### src/hw/rtl/sscc_ram.sv
// sscc_ram: generic single-write, single-read memory with registered read
// no dependencies
`default_nettype none

module sscc_ram #(
    parameter int WIDTH = 32,
    parameter int DEPTH = 64
) (
    input  logic                                    clk,
    input  logic                                    we,
    input  logic [((DEPTH > 1) ? $clog2(DEPTH) : 1)-1:0] waddr,
    input  logic [WIDTH-1:0]                        wdata,
    input  logic                                    re,
    input  logic [((DEPTH > 1) ? $clog2(DEPTH) : 1)-1:0] raddr,
    output logic [WIDTH-1:0]                        rdata
);

    logic [WIDTH-1:0] mem [DEPTH];

    always_ff @(posedge clk)
    begin
        if (we)
        begin
            mem[waddr] <= wdata;
        end
        if (re)
        begin
            rdata <= mem[raddr];
        end
    end

endmodule

`default_nettype wire

### config.mk
export PLATFORM = sky130hd
export DESIGN_NAME = sscc_ram
export DESIGN_NICKNAME = d
export VERILOG_FILES = /design/src/hw/rtl/sscc_ram.sv
export SDC_FILE = /design/constraint.sdc
export NUM_CORES = 2
export LEC_CHECK = 0
export BUFFER_PORTS_ARGS = -buffer_cell sky130_fd_sc_hd__buf_2
export CORE_ASPECT_RATIO = 0.8
export CORE_MARGIN = 2
export CORE_UTILIZATION = 40
export CTS_CLUSTER_DIAMETER = 50
export CTS_CLUSTER_SIZE = 24
export DETAILED_ROUTE_END_ITERATION = 7
export GPL_TIMING_DRIVEN = 0
export RECOVER_POWER = 100
export SLEW_MARGIN = 10
export SYNTH_ARGS = -nofsm -noshare
export SYNTH_HDL_FRONTEND = slang
export SYNTH_SLANG_ARGS = --single-unit
### constraint.sdc
create_clock -name clk -period 6.8 [get_ports clk]
set_input_delay 0.34 -clock clk [delete_from_list [all_inputs] [get_ports clk]]
set_output_delay 0.34 -clock clk [all_outputs]
set_load 0.1 [all_outputs]
==> impl_metrics.toml <==
[layout]
stdcell_area_um2 = 88000
fin_util_pct = 45.0
nFillCells = 16300
nets = 3683
drive_above_1_share_pct = 24.0
area_growth_pct = 11.7

[clocking]
path_clk_slew_ps = 90
clock_sinks = 2080
root_buffer = "clkbuf_16"
clk_path_buf_depth = 3
cts.hold.buffers_added = 0
post-cts-setup-buffer-count = 0
worstSkewPairLatency_ps = 860
cts_buffers = 150
cts_tree = "built"
cts_max_level = 4
post_cts_resized = 0

[floorplan]
die_w_um = 500
core_um2 = 196000
die-area_um2 = 201000
std_cell_rows = 145
io_pins = 79
die_h_um = 401
start_util_pct = 40.3

[yosys]
synth_seq_cells = 2080
synth_largest_area_cell = "edfxtp_1"
syn_area_um2 = 78800
yosysUniqueCellTypes = 33
synth_warnings = 0
yosysTopAreaCellShare_pct = 79.2
synth_edf_count = 2080
ys_seq_area_share_pct = 79.2
postSynth.asyncResetShare_pct = 0
synth_flop_cell = "edfxtp_1"
avgSynthCellArea_um2 = 23.7
synthTopCellsByArea = "edfxtp_1 (79%), mux4_2 (16%), mux2i_1 (1.2%)"
synth_nets = 3371
syn_inst = 3324

[global_route]
grt_pass1_vias = 36400
grt-ovfl-total = 0
antenna_found_initial = 19
grt_first_pass_wirelength_mm = 317
grt_max_degree = 65
grt_usage_pct = 23.3

[critical_path]
r2r_slack_ps = 4120
worst_setup_path_start_kind = "input port"
cp-startpoint = "raddr[1]"
cp_data_arrival_time_ps = 5900
crit_end = "rdata[13]"
worstPathMaxFanout = 10
path_class = "in -> reg"
rr_worst_depth = 5
required_ps = 7330
rr_endpoint = "rdata[13]"
cp-end-kind = "flip-flop"
reg2reg_from = "mem[44][13]"

[timing]
setup_violations = 0
rsz0062_at_grt = "no"
period_share_pct = 79.1
worst_pin_slew_ps = 3890
max_slew_margin_pct = -159
slew_viol_final = 3885
period_minus_slack_ps = 5380
final_hold_viol_count = 0
max_clock_freq_ghz = 0.186
skew_ps = 52.4

[detailed_routing]
post_drt_wl_per_cell_um = 37.4
drc = 0
vias_per_cell = 6.16
dr.pass1.iters = 6
drt_iter0_drc = 6405
detail-route-antenna-nets = 0
wirelength_mm = 237
vias = 39000

[outcome]
violations = "max-capacitance violations, max-slew violations"
status = "complete, but fails checks"

[flow_run]
maxCapViolCount = 139

[power_and_ir_drop]
irDropWorstVdd_mv = 0.220
powerDensity_nw_per_um2 = 292
power_leakage_nw = 26.7

[placement]
port_buffers = 70
post-dp-hpwl_mm = 153
placed_area_um2 = 84700
place.gp.congestion = 0.884

[hold_path]
min_path_type = "in -> reg"
through the flow:
stage	TNS (ps)	setup WS, ps	cells	hold WS (ps)	power, mW
6_report	0	1420	6339	219	25.7
4_1_cts	0	2640	6334	75.6	25.8
3_5_place_dp	0	1760	6056	966	16.2
3_3_place_gp	-17670	-334	5966	965	16.1
2_1_floorplan	0	3300	3324	439	15.3
5_1_grt	0	1500	6336	250	26.3
synth_stat cells (all sizes together), types with 12 or more instances:
cell type,instances
o22ai,84
edfxtp,2080
o221ai,27
mux4,544
a21oi,62
a22oi,12
nor2b,15
clkbuf,74
nor2,137
nand2,26
mux2i,93
buf,108
layout make-up:
type / instances / area [µm²] / share of cell area, %
sequential: 2080 / 62500 / 71.0
multi-input combinational: 1062 / 15500 / 17.6
clock buffer: 169 / 3950 / 4.49
tap: 2572 / 3220 / 3.66
clock inverter: 109 / 1390 / 1.58
buffer: 182 / 886 / 1.01
timing repair buffer: 160 / 617 / 0.701
antenna: 5 / 12.5 / 0.0142
kinds of logic after synthesis:
| family | Yosys count | synth area share, % |
|---|---|---|
| DFF | 2080 | 79.2 |
| muxes | 637 | 16.7 |
| and+or+nand+nor | 223 | 1.26 |
| AOI/OAI and AO/OA | 202 | 1.67 |
| buffers and inverters | 182 | 1.12 |
worst min path at each step:
stage                     startpoint  depth (start not counted)          end  slack, ps
after global routing        waddr[0]                          3   mem[48][8]        250
after floorplan             wdata[0]                          0    mem[0][0]        440
final                       waddr[0]                          3   mem[48][8]        220
after CTS                  wdata[11]                          1  mem[56][11]         80
after global placement      rdata[2]                          1     rdata[2]        960
after detailed placement   rdata[18]                          1    rdata[18]        970
layer usage:
layer	vias up	part of all wire, %	global-route usage (%)
met3	384	12	6.51
li1	14900	-	-
met1	21300	41	34.7
met4	16	2.9	6.26
met2	2463	44	33.9
met5	-	0.067	0
worst max-delay path: stages:
cell and delay [ps]:
clkbuf_1 830, clkbuf_1 620, clkbuf_1 700, clkbuf_1 810
nand3b_1 810, o221ai_1 550, a21oi_1 290, a21oi_1 710
nor2_1 190
placed cells by master (no fill, tap or decap), types with 8 or more instances in the layout:
cell,count
edfxtp_1,2080
mux4_2,544
clkbuf_1,248
clkbuf_16,156
nor2_1,137
mux2i_1,93
o22ai_1,84
a21oi_1,62
buf_2,56
o221ai_1,27
nand2_1,26
inv_6,26
buf_4,25
clkinv_8,19
inv_8,16
buf_1,15
nor2b_1,15
a22oi_1,12
clkinvlp_4,10
inv_16,9
nand2b_1,8
a311oi_1,8
inv_12,8
power breakdown:
part / switching [mW] / internal (mW)
sequential: 0.0246 / 14.2
clock: 5.07 / 4.78
combinational: 1.16 / 0.455
total: 6.25 / 19.5
state kept, by name, summed over array words and instances (netlist names):
register,cells
rdata,32
mem,2048
Note: power is estimated with default switching activity, not from simulation.
