===== src/hw/rtl/sscc_pkg.sv =====
// sscc_pkg: shared widths, codes, types and the per-item and per-sphere microcode
// table for the segment/sphere collision checker; no dependencies
`default_nettype none

package sscc_pkg;

    localparam int COORD_W    = 32;
    localparam int RAD_W      = 31;
    localparam int MODE_W     = 2;
    localparam int STATUS_W   = 2;
    localparam int COUNT_W    = 7;
    localparam int CFG_IDX_W  = 3;
    localparam int CFG_DATA_W = 32;
    localparam int CFG_NUM    = 6;
    localparam int OPND_W     = 68;
    localparam int DIG_W      = 34;
    localparam int ACC_W      = 136;
    localparam int PC_W       = 6;

    localparam int DEF_MAX_SPHERES = 64;
    localparam int DEF_DIMENSIONS  = 3;

    localparam logic [MODE_W-1:0] MODE_CLEAR = 2'd0;
    localparam logic [MODE_W-1:0] MODE_ADD   = 2'd1;
    localparam logic [MODE_W-1:0] MODE_SEG   = 2'd2;
    localparam logic [MODE_W-1:0] MODE_POINT = 2'd3;

    localparam logic [STATUS_W-1:0] ST_OK      = 2'd0;
    localparam logic [STATUS_W-1:0] ST_OOB     = 2'd1;
    localparam logic [STATUS_W-1:0] ST_BLOCKED = 2'd2;
    localparam logic [STATUS_W-1:0] ST_FULL    = 2'd3;

    localparam logic [CFG_IDX_W-1:0] CFG_LOW_X  = 3'd0;
    localparam logic [CFG_IDX_W-1:0] CFG_HIGH_X = 3'd1;
    localparam logic [CFG_IDX_W-1:0] CFG_LOW_Y  = 3'd2;
    localparam logic [CFG_IDX_W-1:0] CFG_HIGH_Y = 3'd3;
    localparam logic [CFG_IDX_W-1:0] CFG_LOW_Z  = 3'd4;
    localparam logic [CFG_IDX_W-1:0] CFG_HIGH_Z = 3'd5;

    // microcode entry points
    localparam logic [PC_W-1:0] PC_DD = 6'd0;
    localparam logic [PC_W-1:0] PC_T  = 6'd5;
    localparam logic [PC_W-1:0] PC_P  = 6'd9;
    localparam logic [PC_W-1:0] PC_Q  = 6'd14;
    localparam logic [PC_W-1:0] PC_X  = 6'd19;

    typedef enum logic [2:0] {
        S_IDLE,
        S_DISPATCH,
        S_SPHERE,
        S_LOADW,
        S_MICRO,
        S_MWAIT,
        S_FINISH
    } state_t;

    typedef enum logic [3:0] {
        OP_W0, OP_W1, OP_W2,
        OP_D0, OP_D1, OP_D2,
        OP_E0, OP_E1, OP_E2,
        OP_RAD, OP_DD, OP_TMP
    } opnd_t;

    typedef enum logic [3:0] {
        U_MUL,
        U_TMP,
        U_DD,
        U_SUMCLR,
        U_SUMSUB,
        U_SUMADD,
        U_BEGIN,
        U_BRANCH,
        U_TEST_ACC,
        U_TEST_SUM
    } uop_kind_t;

    typedef struct packed {
        uop_kind_t kind;
        opnd_t     a;
        opnd_t     b;
        logic      clr;
        logic      sub;
    } uop_t;

    typedef struct packed {
        logic                ld_item;
        logic                cnt_clr;
        logic                add_wr;
        logic                idx_clr;
        logic                idx_inc;
        logic                rd_en;
        logic                load_sph;
        logic                mul_start;
        opnd_t               a_sel;
        opnd_t               b_sel;
        logic                mul_clr;
        logic                mul_sub;
        logic                tmp_ld;
        logic                dd_ld;
        logic                sum_clr;
        logic                sum_add;
        logic                sum_sub;
        logic                out_load;
        logic [STATUS_W-1:0] out_status;
    } dp_cmd_t;

    typedef struct packed {
        logic [MODE_W-1:0] mode;
        logic              bounds_ok;
        logic              full;
        logic              idx_end;
        logic              mul_done;
        logic              acc_le0;
        logic              acc_ge_dd;
        logic              acc_ge0;
        logic              acc_gt0;
        logic              sum_ge0;
    } dp_stat_t;

    function automatic uop_t mk(input uop_kind_t k, input opnd_t a, input opnd_t b,
                                input logic clr, input logic sub);
        uop_t u;
        u.kind = k;
        u.a    = a;
        u.b    = b;
        u.clr  = clr;
        u.sub  = sub;
        return u;
    endfunction

    // dd = |d|^2, then per sphere: t = w.d, branch to endpoint p, endpoint q
    // or the cross-product test |w x d|^2 <= r^2 * dd
    function automatic uop_t ucode(input logic [PC_W-1:0] pc);
        uop_t u;
        case (pc)
            6'd0:    u = mk(U_MUL, OP_D0, OP_D0, 1'b1, 1'b0);
            6'd1:    u = mk(U_MUL, OP_D1, OP_D1, 1'b0, 1'b0);
            6'd2:    u = mk(U_MUL, OP_D2, OP_D2, 1'b0, 1'b0);
            6'd3:    u = mk(U_DD, OP_D0, OP_D0, 1'b0, 1'b0);
            6'd4:    u = mk(U_BEGIN, OP_D0, OP_D0, 1'b0, 1'b0);
            6'd5:    u = mk(U_MUL, OP_W0, OP_D0, 1'b1, 1'b0);
            6'd6:    u = mk(U_MUL, OP_W1, OP_D1, 1'b0, 1'b0);
            6'd7:    u = mk(U_MUL, OP_W2, OP_D2, 1'b0, 1'b0);
            6'd8:    u = mk(U_BRANCH, OP_D0, OP_D0, 1'b0, 1'b0);
            6'd9:    u = mk(U_MUL, OP_RAD, OP_RAD, 1'b1, 1'b0);
            6'd10:   u = mk(U_MUL, OP_W0, OP_W0, 1'b0, 1'b1);
            6'd11:   u = mk(U_MUL, OP_W1, OP_W1, 1'b0, 1'b1);
            6'd12:   u = mk(U_MUL, OP_W2, OP_W2, 1'b0, 1'b1);
            6'd13:   u = mk(U_TEST_ACC, OP_D0, OP_D0, 1'b0, 1'b0);
            6'd14:   u = mk(U_MUL, OP_RAD, OP_RAD, 1'b1, 1'b0);
            6'd15:   u = mk(U_MUL, OP_E0, OP_E0, 1'b0, 1'b1);
            6'd16:   u = mk(U_MUL, OP_E1, OP_E1, 1'b0, 1'b1);
            6'd17:   u = mk(U_MUL, OP_E2, OP_E2, 1'b0, 1'b1);
            6'd18:   u = mk(U_TEST_ACC, OP_D0, OP_D0, 1'b0, 1'b0);
            6'd19:   u = mk(U_SUMCLR, OP_D0, OP_D0, 1'b0, 1'b0);
            6'd20:   u = mk(U_MUL, OP_W0, OP_D1, 1'b1, 1'b0);
            6'd21:   u = mk(U_MUL, OP_W1, OP_D0, 1'b0, 1'b1);
            6'd22:   u = mk(U_TMP, OP_D0, OP_D0, 1'b0, 1'b0);
            6'd23:   u = mk(U_MUL, OP_TMP, OP_TMP, 1'b1, 1'b0);
            6'd24:   u = mk(U_SUMSUB, OP_D0, OP_D0, 1'b0, 1'b0);
            6'd25:   u = mk(U_MUL, OP_W0, OP_D2, 1'b1, 1'b0);
            6'd26:   u = mk(U_MUL, OP_W2, OP_D0, 1'b0, 1'b1);
            6'd27:   u = mk(U_TMP, OP_D0, OP_D0, 1'b0, 1'b0);
            6'd28:   u = mk(U_MUL, OP_TMP, OP_TMP, 1'b1, 1'b0);
            6'd29:   u = mk(U_SUMSUB, OP_D0, OP_D0, 1'b0, 1'b0);
            6'd30:   u = mk(U_MUL, OP_W1, OP_D2, 1'b1, 1'b0);
            6'd31:   u = mk(U_MUL, OP_W2, OP_D1, 1'b0, 1'b1);
            6'd32:   u = mk(U_TMP, OP_D0, OP_D0, 1'b0, 1'b0);
            6'd33:   u = mk(U_MUL, OP_TMP, OP_TMP, 1'b1, 1'b0);
            6'd34:   u = mk(U_SUMSUB, OP_D0, OP_D0, 1'b0, 1'b0);
            6'd35:   u = mk(U_MUL, OP_RAD, OP_RAD, 1'b1, 1'b0);
            6'd36:   u = mk(U_TMP, OP_D0, OP_D0, 1'b0, 1'b0);
            6'd37:   u = mk(U_MUL, OP_TMP, OP_DD, 1'b1, 1'b0);
            6'd38:   u = mk(U_SUMADD, OP_D0, OP_D0, 1'b0, 1'b0);
            6'd39:   u = mk(U_TEST_SUM, OP_D0, OP_D0, 1'b0, 1'b0);
            default: u = mk(U_BEGIN, OP_D0, OP_D0, 1'b0, 1'b0);
        endcase
        return u;
    endfunction

endpackage

`default_nettype wire


===== src/hw/rtl/sscc_mul.sv =====
// sscc_mul: 68x68 signed multiplier, magnitude form, one 34x34 partial a cycle
// depends on sscc_pkg
`default_nettype none

module sscc_mul (
    input  logic                               clk,
    input  logic                               rst_n,
    input  logic                               start,
    input  logic signed [sscc_pkg::OPND_W-1:0] a,
    input  logic signed [sscc_pkg::OPND_W-1:0] b,
    output logic                               done,
    output logic                               neg,
    output logic [sscc_pkg::ACC_W-1:0]         mag
);

    import sscc_pkg::*;

    logic [OPND_W-1:0]  am_reg;
    logic [OPND_W-1:0]  bm_reg;
    logic               neg_reg;
    logic [2:0]         cnt_reg;
    logic               busy_reg;
    logic               done_reg;
    logic [2*DIG_W-1:0] part_reg;
    logic [1:0]         psum_reg;
    logic [ACC_W-1:0]   mag_reg;
    logic [DIG_W-1:0]   a_dig;
    logic [DIG_W-1:0]   b_dig;
    logic [ACC_W-1:0]   part_sh;

    assign a_dig = cnt_reg[1] ? am_reg[OPND_W-1:DIG_W] : am_reg[DIG_W-1:0];
    assign b_dig = cnt_reg[0] ? bm_reg[OPND_W-1:DIG_W] : bm_reg[DIG_W-1:0];

    always_comb
    begin
        case (psum_reg)
            2'd0:    part_sh = ACC_W'(part_reg);
            2'd1:    part_sh = ACC_W'(part_reg) << DIG_W;
            default: part_sh = ACC_W'(part_reg) << (2 * DIG_W);
        endcase
    end

    always_ff @(posedge clk or negedge rst_n)
    begin
        if (!rst_n)
        begin
            busy_reg <= 1'b0;
            done_reg <= 1'b0;
            cnt_reg  <= '0;
        end
        else if (start)
        begin
            busy_reg <= 1'b1;
            done_reg <= 1'b0;
            cnt_reg  <= '0;
        end
        else if (busy_reg)
        begin
            cnt_reg <= cnt_reg + 3'd1;
            if (cnt_reg == 3'd4)
            begin
                busy_reg <= 1'b0;
                done_reg <= 1'b1;
            end
        end
        else
        begin
            done_reg <= 1'b0;
        end
    end

    always_ff @(posedge clk)
    begin
        if (start)
        begin
            am_reg  <= a[OPND_W-1] ? OPND_W'(-a) : OPND_W'(a);
            bm_reg  <= b[OPND_W-1] ? OPND_W'(-b) : OPND_W'(b);
            neg_reg <= a[OPND_W-1] ^ b[OPND_W-1];
            mag_reg <= '0;
        end
        else if (busy_reg)
        begin
            if (cnt_reg != 3'd4)
            begin
                part_reg <= a_dig * b_dig;
                psum_reg <= {1'b0, cnt_reg[1]} + {1'b0, cnt_reg[0]};
            end
            if (cnt_reg != 3'd0)
            begin
                mag_reg <= mag_reg + part_sh;
            end
        end
    end

    assign done = done_reg;
    assign neg  = neg_reg;
    assign mag  = mag_reg;

endmodule

`default_nettype wire


===== config.mk =====
export PLATFORM = sky130hd
export DESIGN_NAME = sscc_mul
export DESIGN_NICKNAME = d
export VERILOG_FILES = /design/src/hw/rtl/sscc_pkg.sv /design/src/hw/rtl/sscc_mul.sv
export SDC_FILE = /design/constraint.sdc
export NUM_CORES = 2
export LEC_CHECK = 0
export BUFFER_PORTS_ARGS = -buffer_cell sky130_fd_sc_hd__buf_2
export CAP_MARGIN = 20
export CORE_MARGIN = 2
export CORE_UTILIZATION = 54
export CTS_CLUSTER_DIAMETER = 100
export DETAILED_ROUTE_END_ITERATION = 10
export PLACE_DENSITY_LB_ADDON = 0.12
export SYNTH_ARGS = -nofsm -noshare
export SYNTH_HDL_FRONTEND = slang
export SYNTH_SLANG_ARGS = --single-unit

===== constraint.sdc =====
create_clock -name clk -period 16.9 [get_ports clk]
set_input_delay 3.38 -clock clk [delete_from_list [all_inputs] [get_ports clk]]
set_output_delay 3.38 -clock clk [all_outputs]
set_load 0.05 [all_outputs]

==> impl_results.md <==
* Post-synthesis register bit count at ~350
* Die width at 341 µm
* Commonest non-fill, non-tap cells in the layout: inv_1, nand2_1, fa_1, nor2_1, ha_1
* First-pass GRT wire length at roughly 350 mm
* Vias at approximately 53000
* Core Region at 113000 µm²
* Hpwl dp at 189 mm
* Maxcap violations at 0
* Nets at roughly 8800
* Antenna Nets Post-Route at 0
* Final worst slack at a little over 6 ns
* Pre-CTS setup slack at about 6.3 ns
* Grt ovf at 0
* Pin count of the biggest net entering global routing at 76
* Worst-Skew Late Latency at between 0.6 and 0.7 ns
* DRC violations left at 0
* Rel. slew slack at 0.210
* Worst reg2reg path startpoint: cnt_reg[0]
* EDFF count, synth at just over 200
* CP max-delay cell: dfrtp_4
* Unique masters post-synth at 75
* I/O Pins at approximately 280
* Die area at around 120000 µm²
* Top FF cell, synth: edfxtp_1
* Top-area cell type share of the netlist area at 0.333
* Post-layout util at 0.585
* Mapped Nets at 8758
* Sink Count at 348
* Post_cts resized at 0
* Max reg flops at around 140
* R2r setup slk at around 6.1 ns
* First DRT Iteration DRCs at roughly 5000
* Fin. Hold Viols at 0
* Most common cell after layout, fill and taps aside: inv_1
* Clock Skew at roughly 0.057 ns
* CP Launch Point: cnt_reg[0]
* Port bufs at between 200 and 300
* Post-synthesis cell area at between 60000 and 70000 µm²
* DR WL/cell at 27.4 µm
* CP endpoint kind: flip-flop
* Post-CTS setup buffer count at 0
* HP Class: flip-flop to flip-flop
* Minimum clock period at ~11 ns
* Area added between synthesis and finish at 7.35%
* Status: complete, no violations
* Height of the die at ~340 µm
* First-pass DRT Iterations at 6
* Proportion of layout cells with a drive suffix above 1 at 0.0828
* Hold_buf cts at 0
* Routed WL at ~240 mm
* Inserted Clock Buffers at 45
* Sequential fraction of the synthesis area at 0.148
* CTS max path bufs at 3
* Worst Path Required at ~17 ns
* Asr flop ratio synth at 0.0144
* Avg Inst Size Synth at about 8.6 µm²
* Fill cells at about 10000
* Final Max Tran Viols at 0
* Arrival @ worst endpoint at 11.16 ns
* Largest cells by area after synthesis: fa_1, edfxtp_1, ha_1, inv_1, nand2_1
* Crit path capture: part_reg[61]
* Htree depth at 2
* TNS Setup at 0 ns
* WS Path Type: flip-flop to flip-flop
* # setup viols final at 0
* Cells after Synth at between 7000 and 8000
* Cell row count at 123
* Reg-to-Reg End: part_reg[61]
* Placer Congestion at 1.02
* Initial antenna violation count at 25
* Final period utilization at 0.640
* Yosys top cell by area: fa_1
* RSZ-0062 raised after global routing: false
* FMAX at 92.5 MHz
* Root buffer cell: clkbuf_16
* Yosys Warn Count at 0
* CP max FO at 40
* Reg clk slew, reported paths at 0.06 ns
* Tot GR Track Use at 0.416
* Crit path top cell by count: inv_1
* Reg2Reg Depth at 32
* Slew @ Worst Pin at approximately 1.2 ns
* CTS tree: yes
* Vias in the first global route at 54300
* Largest stage delay on the critical path at approximately 0.68 ns
* Initial core utilization at 0.545
* Post-DR vias/cell at around 6
* Worst setup SP type: flip-flop
-- per-layer routing --
metal	global-route usage	wire length, µm	part of all wire
met3	0.111	27100	0.11
met5	0	132	0.00055
met2	0.658	107000	0.44
met1	0.509	87400	0.36
met4	0.259	19600	0.081
-- critical path: cells and delay by family (launching register included) --
family / cells / cell delay [ns]
flops: 1 / 0.68
fa+ha+maj: 9 / 4.78
simple gates: 3 / 0.50
compound gates: 7 / 2.22
buf+inv: 11 / 1.76
xor+xnor: 1 / 0.15
mux: 1 / 0.33
-- Yosys cell counts (48+ instances only) --
master / n
mux2_2: 65
a21oi_1: 368
o31ai_1: 48
nor2_1: 760
nor3_1: 67
inv_1: 1125
ha_1: 423
fa_1: 1021
nand2_1: 1097
clkbuf_1: 335
and2_1: 91
dfxtp_1: 136
o21bai_1: 53
xnor2_1: 238
o21ai_0: 281
edfxtp_1: 207
a21o_1: 118
xor2_1: 79
nand4_1: 103
mux2i_1: 106
-- area by class of cell --
cell class	count	area, µm²	area share
inverters	1125	4220	0.0640
well taps	1500	1880	0.0285
diodes	12	30.0	0.000455
multi-input cells	5342	47000	0.713
clock buffers	51	1200	0.0182
repair buffers	382	2190	0.0332
flip-flops and latches	348	9070	0.138
clock inverters	33	327	0.00495
-- worst min-delay path by stage --
stage / start / end / cells past startpoint
3_5_place_dp: mag[10] / mag[10] / 2
6_report: mag[53] / mag[53] / 2
3_3_place_gp: mag[3] / mag[3] / 2
2_1_floorplan: cnt_reg[2] / done / 2
5_1_grt: mag[54] / mag[54] / 2
4_1_cts: mag[10] / mag[10] / 2
-- metrics by stage --
step / hold WS [ns] / cells / instance area [µm²]
4_1_cts: 0.478 / 8781 / 65900
3_3_place_gp: 0.461 / 8696 / 64400
5_1_grt: 0.492 / 8784 / 65900
2_1_floorplan: 0.554 / 7175 / 61400
3_5_place_dp: 0.472 / 8697 / 64400
6_report: 0.476 / 8793 / 66000
-- kinds of logic after synthesis --
group,share of synthesized area
mux,0.0292
flops,0.148
buf+inv,0.0908
xor+xnor,0.0452
compound gates,0.105
simple gates,0.163
fa+ha+maj,0.419
Power is not shown: default switching activity piles up to over one toggle a cycle in this logic, so the estimate is an artifact.
